[src/sv/asts_pkg.sv]
`timescale 1ns / 1ps
// ----------------------------------------------------------------------------
// asts_pkg: shared types and constants of the additive sine tone synthesizer
// widths, register indexes, sequencer states and the quarter-wave sine rom
// ----------------------------------------------------------------------------
package asts_pkg;

	localparam int MAX_TONES  = 4;
	localparam int PHASE_BITS = 24;
	localparam int TABLE_BITS = 10;
	localparam int QUART_BITS = TABLE_BITS - 2;
	localparam int QUART_LEN  = 1 << QUART_BITS;
	localparam int ZSHIFT     = 14 - QUART_BITS;
	localparam int AMP_W      = 16;
	localparam int SINE_W     = 16;
	localparam int MAG_W      = 15;
	localparam int PROD_W     = SINE_W + AMP_W;
	localparam int ACC_W      = PROD_W + 1;
	localparam int ABS_W      = PROD_W;
	localparam int CLAMP_W    = 29;
	localparam int FULL_W     = 15;
	localparam int PCM_W      = 16;
	localparam int CNT_W      = 3;
	localparam int IDX_W      = 24;
	localparam int CFG_IDX_W  = 3;
	localparam int CFG_DATA_W = 40;

	localparam logic [MAG_W-1:0]   SINE_PEAK  = MAG_W'(1 << 14);
	localparam logic [CLAMP_W-1:0] CLAMP_MAX  = CLAMP_W'(1 << 28);
	localparam logic [FULL_W-1:0]  FULL_SCALE = FULL_W'(32767);
	localparam logic [ABS_W:0]     RECIP3     = 33'h0AAAAAAAB;
	localparam int                 RECIP3_SH  = 33;
	localparam logic [IDX_W-1:0]   SAMPLES_RST = IDX_W'(48000);

	localparam int SIN_A = 25736;
	localparam int SIN_B = 10512;
	localparam int SIN_C = 1160;

	typedef enum logic [CFG_IDX_W-1:0] {
		REG_TONE_COUNT   = 3'd0,
		REG_TONE_A       = 3'd1,
		REG_TONE_B       = 3'd2,
		REG_TONE_C       = 3'd3,
		REG_TONE_D       = 3'd4,
		REG_SAMPLE_COUNT = 3'd5
	} reg_idx_t;

	typedef enum logic [3:0] {
		ST_IDLE = 4'b0001,
		ST_ROT  = 4'b0010,
		ST_WAIT = 4'b0100,
		ST_FIN  = 4'b1000
	} state_t;

	typedef struct packed {
		logic [PHASE_BITS-1:0] phase;
		logic [PHASE_BITS-1:0] step;
		logic signed [AMP_W-1:0] amp;
	} tone_t;

	typedef struct packed {
		logic shift;
		logic adv;
		logic zero;
		logic clr;
		logic wr;
	} cell_ctl_t;

	typedef struct packed {
		logic issue;
		logic clear;
	} mac_ctl_t;

	typedef logic [MAG_W-1:0] sine_rom_t [QUART_LEN];

	// first quadrant of the sine, magnitude in q1.14, built at elaboration
	function automatic sine_rom_t build_sine_rom();
		sine_rom_t   rom;
		int unsigned t;
		int unsigned t2;
		int unsigned r;
		for (int j = 0; j < QUART_LEN; j++) begin
			t  = j << ZSHIFT;
			t2 = (t * t) >> 14;
			r  = SIN_B - ((SIN_C * t2) >> 14);
			r  = SIN_A - ((r * t2) >> 14);
			rom[j] = MAG_W'((r * t) >> 14);
		end
		return rom;
	endfunction

	localparam sine_rom_t SINE_ROM = build_sine_rom();

endpackage

[src/sv/asts_if.sv]
`timescale 1ns / 1ps
// ----------------------------------------------------------------------------
// asts_if: handshake channels of the tone synthesizer
// configuration writes, sample ticks in and pcm samples out
// ----------------------------------------------------------------------------
interface asts_cfg_if;
	logic                                valid;
	logic                                ready;
	logic [asts_pkg::CFG_IDX_W-1:0]      index;
	logic [asts_pkg::CFG_DATA_W-1:0]     data;
	modport source (output valid, index, data, input ready);
	modport sink (input valid, index, data, output ready);
endinterface

interface asts_in_if;
	logic valid;
	logic ready;
	logic restart;
	modport source (output valid, restart, input ready);
	modport sink (input valid, restart, output ready);
endinterface

interface asts_out_if;
	logic                                valid;
	logic                                ready;
	logic signed [asts_pkg::PCM_W-1:0]   pcm_sample;
	logic                                last;
	modport source (output valid, pcm_sample, last, input ready);
	modport sink (input valid, pcm_sample, last, output ready);
endinterface

[src/sv/asts_cell.sv]
`timescale 1ns / 1ps
// ----------------------------------------------------------------------------
// asts_cell: one tone of the ring
// holds phase, step and amplitude, passes them to its neighbor on a shift
// ----------------------------------------------------------------------------
module asts_cell (
	input  logic                                clk,
	input  logic                                arst_n,
	input  asts_pkg::cell_ctl_t                 ctl,
	input  logic [asts_pkg::CFG_DATA_W-1:0]     wr_data,
	input  asts_pkg::tone_t                     nb_in,
	output asts_pkg::tone_t                     cur,
	output asts_pkg::tone_t                     nb_out
);

	logic [asts_pkg::PHASE_BITS-1:0]   phase_q;
	logic [asts_pkg::PHASE_BITS-1:0]   step_q;
	logic signed [asts_pkg::AMP_W-1:0] amp_q;
	logic [asts_pkg::PHASE_BITS-1:0]   pass_phase;

	// the ring head advances the phase on its way round, or zeroes it at burst end
	always_comb begin
		pass_phase = phase_q;
		if (ctl.adv) begin
			pass_phase = ctl.zero ? '0 : phase_q + step_q;
		end
	end

	assign cur    = '{phase: phase_q, step: step_q, amp: amp_q};
	assign nb_out = '{phase: pass_phase, step: step_q, amp: amp_q};

	always_ff @(posedge clk or negedge arst_n) begin
		if (!arst_n) begin
			phase_q <= '0;
			step_q  <= '0;
			amp_q   <= '0;
		end else begin
			if (ctl.clr) begin
				phase_q <= '0;
			end else if (ctl.shift) begin
				phase_q <= nb_in.phase;
			end
			if (ctl.wr) begin
				step_q <= wr_data[asts_pkg::PHASE_BITS-1:0];
				amp_q  <= wr_data[asts_pkg::PHASE_BITS +: asts_pkg::AMP_W];
			end else if (ctl.shift) begin
				step_q <= nb_in.step;
				amp_q  <= nb_in.amp;
			end
		end
	end

endmodule

[src/sv/asts_mac.sv]
`timescale 1ns / 1ps
// ----------------------------------------------------------------------------
// asts_mac: shared sine lookup, amplitude multiply and accumulate
// one tone a cycle from the ring head, three stages
// ----------------------------------------------------------------------------
module asts_mac (
	input  logic                                  clk,
	input  logic                                  arst_n,
	input  asts_pkg::mac_ctl_t                    ctl,
	input  logic [asts_pkg::PHASE_BITS-1:0]       phase,
	input  logic signed [asts_pkg::AMP_W-1:0]     amp,
	output logic signed [asts_pkg::ACC_W-1:0]     acc
);

	logic [asts_pkg::TABLE_BITS-1:0]    tidx;
	logic [1:0]                         quad;
	logic [asts_pkg::QUART_BITS-1:0]    low;
	logic [asts_pkg::QUART_BITS-1:0]    addr;
	logic [asts_pkg::MAG_W-1:0]         mag;
	logic signed [asts_pkg::SINE_W-1:0] sine;

	logic signed [asts_pkg::SINE_W-1:0] sin_s1;
	logic signed [asts_pkg::AMP_W-1:0]  amp_s1;
	logic                               vld_s1;
	logic signed [asts_pkg::PROD_W-1:0] prod_s2;
	logic                               vld_s2;
	logic signed [asts_pkg::ACC_W-1:0]  acc_q;

	// quarter-wave fold: odd quadrants mirror, upper half negates
	assign tidx = phase[asts_pkg::PHASE_BITS-1 -: asts_pkg::TABLE_BITS];
	assign quad = tidx[asts_pkg::TABLE_BITS-1 -: 2];
	assign low  = tidx[asts_pkg::QUART_BITS-1:0];

	always_comb begin
		addr = quad[0] ? asts_pkg::QUART_BITS'(-low) : low;
		if (quad[0] && (low == '0)) begin
			mag = asts_pkg::SINE_PEAK;
		end else begin
			mag = asts_pkg::SINE_ROM[addr];
		end
		sine = quad[1] ? -asts_pkg::SINE_W'(mag) : asts_pkg::SINE_W'(mag);
	end

	always_ff @(posedge clk) begin
		sin_s1  <= sine;
		amp_s1  <= amp;
		prod_s2 <= sin_s1 * amp_s1;
	end

	always_ff @(posedge clk or negedge arst_n) begin
		if (!arst_n) begin
			vld_s1 <= 1'b0;
			vld_s2 <= 1'b0;
			acc_q  <= '0;
		end else begin
			vld_s1 <= ctl.issue;
			vld_s2 <= vld_s1;
			if (ctl.clear) begin
				acc_q <= '0;
			end else if (vld_s2) begin
				acc_q <= acc_q + asts_pkg::ACC_W'(prod_s2);
			end
		end
	end

	assign acc = acc_q;

endmodule

[src/sv/asts_norm.sv]
`timescale 1ns / 1ps
// ----------------------------------------------------------------------------
// asts_norm: mean over the tones, clamp and scale to pcm
// magnitude, divide by tone count, clamp to full scale, multiply by 32767
// ----------------------------------------------------------------------------
module asts_norm (
	input  logic                                clk,
	input  logic signed [asts_pkg::ACC_W-1:0]   acc,
	input  logic [asts_pkg::CNT_W-1:0]          tones,
	output logic signed [asts_pkg::PCM_W-1:0]   pcm
);

	logic [asts_pkg::ABS_W-1:0]   mag_s1;
	logic                         neg_s1;
	logic [asts_pkg::CLAMP_W-1:0] q_s2;
	logic                         neg_s2;

	logic [asts_pkg::ACC_W-1:0]   acc_abs;
	logic [2*asts_pkg::ABS_W:0]   div3_full;
	logic [asts_pkg::ABS_W-1:0]   quot;
	logic [asts_pkg::CLAMP_W+asts_pkg::FULL_W-1:0] scaled_full;
	logic [asts_pkg::PCM_W-1:0]   scaled;

	assign acc_abs = acc[asts_pkg::ACC_W-1] ? asts_pkg::ACC_W'(-acc) : asts_pkg::ACC_W'(acc);

	// division by three through the reciprocal, exact for 32-bit magnitudes
	always_comb begin
		div3_full = (2*asts_pkg::ABS_W+1)'(mag_s1) * (2*asts_pkg::ABS_W+1)'(asts_pkg::RECIP3);
		unique case (tones)
			3'd1:    quot = mag_s1;
			3'd2:    quot = mag_s1 >> 1;
			3'd3:    quot = asts_pkg::ABS_W'(div3_full >> asts_pkg::RECIP3_SH);
			default: quot = mag_s1 >> 2;
		endcase
	end

	always_ff @(posedge clk) begin
		neg_s1 <= acc[asts_pkg::ACC_W-1];
		mag_s1 <= acc_abs[asts_pkg::ABS_W-1:0];
		neg_s2 <= neg_s1;
		if (quot > asts_pkg::ABS_W'(asts_pkg::CLAMP_MAX)) begin
			q_s2 <= asts_pkg::CLAMP_MAX;
		end else begin
			q_s2 <= quot[asts_pkg::CLAMP_W-1:0];
		end
	end

	always_comb begin
		scaled_full = (asts_pkg::CLAMP_W+asts_pkg::FULL_W)'(q_s2)
			* (asts_pkg::CLAMP_W+asts_pkg::FULL_W)'(asts_pkg::FULL_SCALE);
		scaled = scaled_full[asts_pkg::CLAMP_W+asts_pkg::FULL_W-1 -: asts_pkg::PCM_W];
		pcm    = neg_s2 ? -scaled : scaled;
	end

endmodule

[src/sv/additive_sine_tone_synth.sv]
`timescale 1ns / 1ps
// ----------------------------------------------------------------------------
// additive_sine_tone_synth: four-tone additive sine synthesizer
// one pcm sample per tick, tones held in a rotating ring of cells
// ----------------------------------------------------------------------------
//
// channel     role   payload                          accepted when
// cfg         sink   index[2:0], data[39:0]           valid & ready
// sample_in   sink   restart                          valid & ready
// sample_out  source pcm_sample[15:0] signed, last    valid & ready
//
// an item passes through the accept, four ring shifts through the shared
// sine rom and multiplier, the multiply-accumulate drain and
// mean/clamp/scale, then the load of the output register
// reset clears phases, sample index, tone registers and the sequencer;
// tone_count resets to 1 and sample_count to 48000
// a stalled output holds the finished sample; the next item is accepted
// meanwhile and waits in the last step until the output register frees
//
module additive_sine_tone_synth (
	input  logic           clk,
	input  logic           arst_n,
	asts_cfg_if.sink       cfg,
	asts_in_if.sink        sample_in,
	asts_out_if.source     sample_out
);

	// configuration
	logic [asts_pkg::CNT_W-1:0]  tone_count_q;
	logic [asts_pkg::IDX_W-1:0]  sample_count_q;
	logic                        cfg_wr;

	// sequencer and burst position
	asts_pkg::state_t            state_q;
	logic [1:0]                  cnt_q;
	logic [asts_pkg::IDX_W-1:0]  idx_q;
	logic                        last_q;
	logic                        accept;
	logic [asts_pkg::CNT_W-1:0]  n_eff;
	logic [asts_pkg::IDX_W-1:0]  end_idx;
	logic [asts_pkg::IDX_W-1:0]  cur_idx;
	logic                        cur_last;

	// output register
	logic                                out_valid_q;
	logic signed [asts_pkg::PCM_W-1:0]   pcm_q;
	logic                                out_last_q;
	logic                                out_load;

	// ring of cells and shared datapath
	asts_pkg::tone_t             cell_cur [asts_pkg::MAX_TONES];
	asts_pkg::tone_t             cell_nb  [asts_pkg::MAX_TONES];
	asts_pkg::mac_ctl_t          mac_ctl;
	logic signed [asts_pkg::ACC_W-1:0] acc;
	logic signed [asts_pkg::PCM_W-1:0] pcm;

	assign cfg.ready = 1'b1;
	assign cfg_wr    = cfg.valid && cfg.ready;

	// writes to unlisted indexes fall through and are dropped
	always_ff @(posedge clk or negedge arst_n) begin
		if (!arst_n) begin
			tone_count_q   <= asts_pkg::CNT_W'(1);
			sample_count_q <= asts_pkg::SAMPLES_RST;
		end else if (cfg_wr) begin
			unique case (cfg.index)
				asts_pkg::REG_TONE_COUNT:   tone_count_q   <= cfg.data[asts_pkg::CNT_W-1:0];
				asts_pkg::REG_SAMPLE_COUNT: sample_count_q <= cfg.data[asts_pkg::IDX_W-1:0];
				default: ;
			endcase
		end
	end

	// zero tones counts as one, more than the ring holds saturates
	always_comb begin
		if (tone_count_q == '0) begin
			n_eff = asts_pkg::CNT_W'(1);
		end else if (tone_count_q > asts_pkg::CNT_W'(asts_pkg::MAX_TONES)) begin
			n_eff = asts_pkg::CNT_W'(asts_pkg::MAX_TONES);
		end else begin
			n_eff = tone_count_q;
		end
	end

	// an empty burst behaves as one sample long, so every sample is last
	assign end_idx  = (sample_count_q == '0) ? '0 : sample_count_q - 1'b1;
	assign cur_idx  = sample_in.restart ? '0 : idx_q;
	assign cur_last = cur_idx >= end_idx;

	assign sample_in.ready = (state_q == asts_pkg::ST_IDLE);
	assign accept          = sample_in.valid && sample_in.ready;
	assign out_load        = (state_q == asts_pkg::ST_FIN) && (!out_valid_q || sample_out.ready);

	always_ff @(posedge clk or negedge arst_n) begin
		if (!arst_n) begin
			state_q <= asts_pkg::ST_IDLE;
			cnt_q   <= '0;
			idx_q   <= '0;
			last_q  <= 1'b0;
		end else begin
			unique case (state_q)
				asts_pkg::ST_IDLE: begin
					if (accept) begin
						// index wraps after the last sample; phases zero on the ring pass
						last_q  <= cur_last;
						idx_q   <= cur_last ? '0 : cur_idx + 1'b1;
						cnt_q   <= '0;
						state_q <= asts_pkg::ST_ROT;
					end
				end
				asts_pkg::ST_ROT: begin
					cnt_q <= cnt_q + 1'b1;
					if (cnt_q == 2'd3) begin
						state_q <= asts_pkg::ST_WAIT;
					end
				end
				asts_pkg::ST_WAIT: begin
					cnt_q <= cnt_q + 1'b1;
					if (cnt_q == 2'd3) begin
						state_q <= asts_pkg::ST_FIN;
					end
				end
				asts_pkg::ST_FIN: begin
					if (out_load) begin
						state_q <= asts_pkg::ST_IDLE;
					end
				end
				default: state_q <= asts_pkg::ST_IDLE;
			endcase
		end
	end

	// cell i sits at the ring head on shift i; after four shifts every tone is home
	generate
		for (genvar i = 0; i < asts_pkg::MAX_TONES; i++) begin : g_cell
			localparam int NXT = (i + 1) % asts_pkg::MAX_TONES;
			asts_pkg::cell_ctl_t ctl;

			assign ctl.shift = (state_q == asts_pkg::ST_ROT);
			assign ctl.adv   = (i == 0);
			assign ctl.zero  = last_q;
			assign ctl.clr   = accept && sample_in.restart;
			assign ctl.wr    = cfg_wr && (cfg.index ==
				asts_pkg::CFG_IDX_W'(asts_pkg::REG_TONE_A) + asts_pkg::CFG_IDX_W'(i));

			asts_cell u_cell (
				.clk     (clk),
				.arst_n  (arst_n),
				.ctl     (ctl),
				.wr_data (cfg.data),
				.nb_in   (cell_nb[NXT]),
				.cur     (cell_cur[i]),
				.nb_out  (cell_nb[i])
			);
		end
	endgenerate

	// only the first n_eff tones reach the accumulator
	assign mac_ctl.issue = (state_q == asts_pkg::ST_ROT) && ({1'b0, cnt_q} < n_eff);
	assign mac_ctl.clear = accept;

	asts_mac u_mac (
		.clk    (clk),
		.arst_n (arst_n),
		.ctl    (mac_ctl),
		.phase  (cell_cur[0].phase),
		.amp    (cell_cur[0].amp),
		.acc    (acc)
	);

	asts_norm u_norm (
		.clk   (clk),
		.acc   (acc),
		.tones (n_eff),
		.pcm   (pcm)
	);

	always_ff @(posedge clk or negedge arst_n) begin
		if (!arst_n) begin
			out_valid_q <= 1'b0;
		end else if (out_load) begin
			out_valid_q <= 1'b1;
		end else if (sample_out.ready) begin
			out_valid_q <= 1'b0;
		end
	end

	always_ff @(posedge clk) begin
		if (out_load) begin
			pcm_q      <= pcm;
			out_last_q <= last_q;
		end
	end

	assign sample_out.valid      = out_valid_q;
	assign sample_out.pcm_sample = pcm_q;
	assign sample_out.last       = out_last_q;

`ifndef ASSERT_OFF
	a_accept_starts_ring: assert property (@(posedge clk) disable iff (!arst_n)
		accept |=> (state_q == asts_pkg::ST_ROT) && (cnt_q == 2'd0))
		else $error("accepted item did not start the ring rotation");

	a_four_shifts: assert property (@(posedge clk) disable iff (!arst_n)
		(state_q == asts_pkg::ST_ROT) && (cnt_q == 2'd3) |=> (state_q == asts_pkg::ST_WAIT))
		else $error("ring rotation did not end after four shifts");

	a_load_from_fin: assert property (@(posedge clk) disable iff (!arst_n)
		$rose(out_valid_q) |-> $past(state_q) == asts_pkg::ST_FIN)
		else $error("output loaded outside the final step");

	a_last_wraps_index: assert property (@(posedge clk) disable iff (!arst_n)
		(state_q == asts_pkg::ST_FIN) && last_q |-> (idx_q == '0))
		else $error("sample index not wrapped after the last sample");
`endif

endmodule

[src/flat_wrapper.sv]
// flat-port wrapper written by rule: the top's interface ports become plain ports
module additive_sine_tone_synth_flat 
  (clk, arst_n, cfg_valid, cfg_index, cfg_data, cfg_ready, sample_in_valid, sample_in_restart, sample_in_ready, sample_out_valid, sample_out_pcm_sample, sample_out_last, sample_out_ready);
  asts_cfg_if cfg_i ();
  asts_in_if sample_in_i ();
  asts_out_if sample_out_i ();
  input  logic clk;
  input  logic arst_n;
  input wire logic [$bits(cfg_i.valid)-1:0] cfg_valid;
  input wire logic [$bits(cfg_i.index)-1:0] cfg_index;
  input wire logic [$bits(cfg_i.data)-1:0] cfg_data;
  output wire logic [$bits(cfg_i.ready)-1:0] cfg_ready;
  input wire logic [$bits(sample_in_i.valid)-1:0] sample_in_valid;
  input wire logic [$bits(sample_in_i.restart)-1:0] sample_in_restart;
  output wire logic [$bits(sample_in_i.ready)-1:0] sample_in_ready;
  output wire logic [$bits(sample_out_i.valid)-1:0] sample_out_valid;
  output wire logic [$bits(sample_out_i.pcm_sample)-1:0] sample_out_pcm_sample;
  output wire logic [$bits(sample_out_i.last)-1:0] sample_out_last;
  input wire logic [$bits(sample_out_i.ready)-1:0] sample_out_ready;
  assign cfg_i.valid = cfg_valid;
  assign cfg_i.index = cfg_index;
  assign cfg_i.data = cfg_data;
  assign cfg_ready = cfg_i.ready;
  assign sample_in_i.valid = sample_in_valid;
  assign sample_in_i.restart = sample_in_restart;
  assign sample_in_ready = sample_in_i.ready;
  assign sample_out_valid = sample_out_i.valid;
  assign sample_out_pcm_sample = sample_out_i.pcm_sample;
  assign sample_out_last = sample_out_i.last;
  assign sample_out_i.ready = sample_out_ready;
  additive_sine_tone_synth u_core (.clk(clk), .arst_n(arst_n), .cfg(cfg_i), .sample_in(sample_in_i), .sample_out(sample_out_i));
endmodule
[config.mk]
export PLATFORM = sky130hd
export DESIGN_NAME = additive_sine_tone_synth_flat
export DESIGN_NICKNAME = d
export VERILOG_FILES = /design/src/sv/asts_pkg.sv /design/src/sv/asts_if.sv /design/src/sv/asts_cell.sv /design/src/sv/asts_mac.sv /design/src/sv/asts_norm.sv /design/src/sv/additive_sine_tone_synth.sv /design/src/flat_wrapper.sv
export SDC_FILE = /design/constraint.sdc
export NUM_CORES = 2
export LEC_CHECK = 0
export BUFFER_PORTS_ARGS = -buffer_cell sky130_fd_sc_hd__buf_2
export CAP_MARGIN = 20
export CORE_UTILIZATION = 55
export DETAILED_ROUTE_END_ITERATION = 8
export PLACE_DENSITY = 0.76
export SYNTH_ARGS = -nofsm -noshare
export SYNTH_HDL_FRONTEND = slang
export SYNTH_SLANG_ARGS = --single-unit
[constraint.sdc]
create_clock -name clk -period 14.7 [get_ports clk]
set_clock_uncertainty 0.1 [all_clocks]
set_input_delay 2.94 -clock clk [delete_from_list [all_inputs] [get_ports clk]]
set_output_delay 2.94 -clock clk [all_outputs]
set_load 0.01 [all_outputs]
**Yosys cells after proc, flatten, opt, wreduce, memory -nomap -nowiden**

Memories as Yosys holds them, arrays and structs flattened.
Index checks and enable logic that the tools add are counted.

- Word-level logic and storage cells: 146
- Register bits after elaboration: 494
- ROM bits: 3840
- Output and inout bits: 20
- Memories: 1

Memory list:

| memory | depth | bits a word | rd ports | clocked after memory_dff | write ports | RTL line | text |
|---|---|---|---|---|---|---|---|
| (name not given) | 256 | 15 | 1 | 0 | 0 | asts_mac.sv:39 | `mag = asts_pkg::SINE_ROM[addr];` |

- $add $sub $neg: 9
- Reductions and logical operators: 29
- Multipliers: 3
- Bitwise gates (word level): 1
- Eq/ne operators: 17
- Order comparisons: 5
- Multiplexer cells: 49

Operators by type and width:

| cell | number |
|---|---|
| $mux W24 | 20 |
| $mux W16 | 9 |
| $pmux W32 S3 | 1 |
| $mux W33 | 2 |
| $mul A32 B32 Y64 const B | 1 |
| $mux W15 | 4 |
| $mul A29 B15 Y44 const B | 1 |
| $add A33 B32 Y33 | 1 |
| $gt A32 B29 Y1 const B | 1 |
| $mul A16 B16 Y32 | 1 |
| $mux W32 | 1 |
| $neg A32 Y32 | 1 |
| $add A24 B1 Y24 const B | 1 |
| $add A24 B24 Y24 | 1 |
| $ge A24 B24 Y1 | 1 |
| $logic_not A24 Y1 | 1 |
| $sub A24 B1 Y24 const B | 1 |
| $mux W4 | 4 |
| $neg A15 Y16 | 1 |
| $neg A16 Y16 | 1 |
| $pmux W4 S4 | 1 |
| $reduce_bool A2 Y1 | 8 |
| $eq A3 B2 Y1 const B | 4 |
| $ge A9 B9 Y1 const B | 1 |
| 27 further kinds | 45 |

**Logic depth before layout (Yosys ltp)**

- Word-level depth: 9
- Depth in mapped cells: 31

**Hierarchy**

Synthesis repeated with hierarchy kept, for this count alone.

- Cells, all modules: 7641
- Area, all modules: 69142.6 um^2

By module, submodules not included:

| module | cells an instance | times used | area each (um^2) | seq. area each (um^2) |
|---|---|---|---|---|
| asts_norm | 2874 | 1 | 27254.9 | 1261.2 |
| asts_mac | 2345 | 1 | 19329.8 | 2157.1 |
| asts_cell | 490 | 4 | 4484.3 | 1601.5 |
| additive_sine_tone_synth | 462 | 1 | 4620.7 | 1998.2 |

**Worst setup path after synthesis**

Ideal clock, no wire load.

- Kind: flip-flop to flip-flop
- Start point: reg u_core.u_norm.mag_s1[6] in the netlist's numbering
- End point: reg u_core.u_norm.q_s2[0] in the netlist's numbering
- Cell stages (with the launch flop): 31
- Period minus slack after synthesis: 8042 ps
- Path slack: 6658 ps
- Arrival: 7842 ps
- Library setup time: 100 ps
- Cells stage by stage: dfxtp_1 ha_1 xor2_1 ha_1 or2_2 fa_1 inv_1 fa_1 inv_1 fa_1 inv_1 fa_1 inv_1 fa_1 inv_1 fa_1 inv_1 ha_1 a21oi_1 o21ai_0 a311o_1 or3_1 a21oi_1 mux2i_2 and3_1 nand3_1 nor4b_2 nand4_1 nor4_2 a31oi_4 a2111oi_4

- Cells in the longest elaborated chain, start to end: 3

Ends and longest elaborated chain:

| element | RTL line | text |
|---|---|---|
| start, declared | asts_norm.sv:13 | `logic [asts_pkg::ABS_W-1:0] mag_s1;` |
| start signal, assigned | asts_norm.sv:39 | `mag_s1 <= acc_abs[asts_pkg::ABS_W-1:0];` |
| $mul A32 B32 Y64 | asts_norm.sv:28 | `div3_full = (2*asts_pkg::ABS_W+1)'(mag_s1) * (2*asts_pkg::ABS_W+1)'(asts_pkg::RECIP3);` |
| $pmux W32 S3 * | asts_norm.sv:29 | `unique case (tones)` |
| $gt A32 B29 Y1 | asts_norm.sv:41 | `if (quot > asts_pkg::ABS_W'(asts_pkg::CLAMP_MAX)) begin` |
| end signal, assigned | asts_norm.sv:42 | `q_s2 <= asts_pkg::CLAMP_MAX;` |
| end signal, assigned | asts_norm.sv:44 | `q_s2 <= quot[asts_pkg::CLAMP_W-1:0];` |
| end, declared | asts_norm.sv:15 | `logic [asts_pkg::CLAMP_W-1:0] q_s2;` |

Every way passes the cells marked *; elsewhere a longest branch is shown, timed or not.
A chain may end at the register's enable or synchronous reset.

**Worst setup path after layout**

- Start point: reg u_core.u_norm.mag_s1[13] in the netlist's numbering
- End point: reg u_core.u_norm.q_s2[0] in the netlist's numbering

The elaborated chain is that of the path after synthesis.

==> flow_summary.yaml <==
synthesis:
  syn_avg_cell_area_sq_um: 9.23
  synth_warnings: 0
  ys_top_cells_by_count: "inv_1 (1088), fa_1 (835), nand2_1 (802)"
  netlist_instances: 6653
  ys.flop_type: "dfrtp_1"
  synth.distinct_cells: 116
  ys_ff_latch: 494
  postSynth.asyncResetShare_pct: 70.9
  synth_top_area_share_pct: 27.2
  seq_area_frac_synth_pct: 19.3
  synth_edf_count: 17
  yosysTopAreaCell: "fa_1"
  yosysMostFrequentCell: "inv_1"
  synthTopCellsByArea: "fa_1 (27%), dfrtp_1 (14%), ha_1 (13%), inv_1 (6.7%), nand2_1 (4.9%)"
  syn_nets: 8174
  synth_area_sq_um: 61400
setup_path:
  rrSetupSlack_ns: 5.04
  cp_common_cell: "fa_1"
  crit_fanout: 17
  critPathLaunchType: "flop"
  crit_type: "reg2reg"
  r2r-start: "u_core.u_norm.mag_s1[13]"
  slowest_delay_ns: 0.90
  rr_worst_depth: 27
  crit_path_top_delay_cell: "dfxtp_1"
  crit_required_ns: 15.18
  arrival_ns: 10.14
  cp-end-kind: "flop"
  r2r-end: "u_core.u_norm.q_s2[0]"
global_route:
  grt_pass1_vias: 48400
  grt_pass1_wl_microns: 283000
  met3_usage_pct: 4.53
  grt_util_met1_pct: 44.0
  busiest_layer: "met2"
  grt-ovfl-total: 0
  grt_antenna_before_repair: 3
  grt_max_degree: 175
  gr-usage-met2_pct: 54.5
  grt_use_total_pct: 32.8
sta:
  rsz0062_at_grt: "false"
  timing.fmax_mhz: 104
  final_max_slew_viol_count: 0
  final_hold_viol_count: 0
  finalSetupViolCount: 0
  finalSetupTns_ns: 0
  fin_crit_ns: 9.66
  min_period_over_period_pct: 65.7
  holdWs_ns: 0.226
  slew_headroom_pct: 26.7
  tightest_slew_ns: 1.10
min_path:
  min_path_cells: 0
  holdPathEnd: "u_core.u_norm.neg_s2"
  hp-class: "reg2reg"
  hold_path.startpoint: "u_core.u_norm.neg_s1"
clocking:
  clkLatencyLatePin_ns: 0.71
  numCtsBuffers: 55
  cts.sinks: 494
  htreeDepth: 2
  postCtsSetupBuffers: 0
  post_cts_resize_count: 0
  clock_tree.root_cell: "clkbuf_16"
  cts_hold_buffers: 0
  clk_pin_slew_ns: 0.06
  cts_tree: "done"
  ctsLongestPathBuffers: 3
layout:
  nNetsFinal: 8085
  areaGrowthSynthToFinish_pct: 5.75
  drive_above_1_share_pct: 5.13
die:
  dieArea_sq_um: 113000
  design.core.area_sq_um: 111000
  die_x_microns: 336
  die_height_microns: 336
  ios: 69
  num_rows: 122
  start_util_pct: 55.5
detailed_routing:
  num_vias: 47100
  drt_wl_total_microns: 181000
  avgRoutedWirePerCell_microns: 22.3
  via_per_inst: 5.81
  first_pass_iters: 6
  postRouteAntennaNets: 0
  initialDrtViolationCount: 3473
  drc: 0
run:
  cap_viol_max_count: 0
place:
  port_buffers: 67
  place_congestion: 1.03
  hpwl_microns: 144000
run_status:
  status: "finished clean"
[cells by family after synthesis]
kind of cell    after synthesis  share of synthesized area, %
other cells                   1                       0.00611
buf+inv                    1356                          8.45
compound gates             1170                          12.3
xor+xnor                    247                          3.63
flops                       494                          19.3
fa+ha+maj                  1472                          40.2
mux                         195                          3.28
simple gates               1718                          12.9
[metrics by stage]
step / setup WS (ns) / std cells / area (sq um) / util (%)
after floorplan: 6.66 / 6653 / 61400 / -
after global placement: 5.21 / 7991 / 62900 / 56.9
after CTS: 5.13 / 8096 / 64900 / 58.6
final: 5.04 / 8102 / 64900 / 58.7
after global routing: 4.70 / 8100 / 64900 / 58.7
after detailed placement: 5.17 / 7992 / 63000 / 56.9
[state kept, by name (all words and copies together) (netlist names), 2 cells and up]
signal	cells
u_core.u_norm.q_s2	29
u_core.u_norm.mag_s1	32
u_core.cnt_q	2
u_core.u_mac.amp_s1	16
u_core.idx_q	24
u_core.u_mac.sin_s1	16
u_core.u_mac.acc	33
u_core.sample_count_q	24
u_core.g_cell.u_cell.amp_q	64
u_core.tone_count_q	3
u_core.g_cell.u_cell.phase_q	96
u_core.state_q	4
u_core.g_cell.u_cell.step_q	96
u_core.u_mac.prod_s2	32
u_core.sample_out.pcm_sample	16
[how the worst max path moves through the flow]
stage / startpoint / end / slack (ns) / cells after the start
2_1_floorplan: u_core.u_norm.mag_s1[6] / u_core.u_norm.q_s2[0] / 6.66 / 30
3_3_place_gp: u_core.u_norm.mag_s1[13] / u_core.u_norm.q_s2[0] / 5.21 / 27
3_5_place_dp: u_core.u_norm.mag_s1[13] / u_core.u_norm.q_s2[0] / 5.17 / 27
4_1_cts: u_core.u_norm.mag_s1[13] / u_core.u_norm.q_s2[0] / 5.13 / 27
5_1_grt: u_core.u_norm.mag_s1[13] / u_core.u_norm.q_s2[0] / 4.70 / 27
6_report: u_core.u_norm.mag_s1[13] / u_core.u_norm.q_s2[0] / 5.04 / 27
[metal layers]
metal  wire length, microns  part of all wire [%]  up-vias
met5                      0                     0        -
met4                   6680                   3.7        0
met3                  11400                   6.3      315
met2                  86400                    48     1609
met1                  76400                    42    23500
li1                       -                     -    21600
[layout make-up]
type / count / area [sq um]
fill: 9491 / 45700
multi-input combinational: 4803 / 44500
sequential: 494 / 11800
inverter: 1094 / 4110
tap: 1488 / 1860
clock buffer: 72 / 1500
timing repair buffer: 116 / 737
clock inverter: 32 / 435
antenna: 3 / 7.51
[cells in the final DEF, fill, tap and decap left out, types with 39 or more instances in the layout]
master and n:
inv_1 1088, fa_1 835, nand2_1 801, ha_1 637
dfrtp_1 340, nor2_1 326, o21ai_0 314, a21oi_1 302
xnor2_1 169, mux2i_1 166, dfxtp_1 127, and2_1 116
nor3_1 102, a21o_1 89, nand3_1 78, xor2_1 70
buf_2 66, a31oi_1 64, nand2b_1 59, clkbuf_16 56
a211oi_1 50, nor2b_1 47, buf_4 45, and3_1 39
[worst max-delay path: cells and delay by family, from the launching register on]
family / cells / cell delay, ns
AO/OA/AOI/OAI: 6 / 1.76
XOR/XNOR: 2 / 0.71
adder cells (fa/ha/maj): 9 / 4.08
buffers and inverters: 3 / 0.14
flip-flops: 1 / 0.90
AND/OR/NAND/NOR: 7 / 1.80
Power is not shown: default switching activity piles up to over one toggle a cycle in this logic, so the estimate is an artifact.
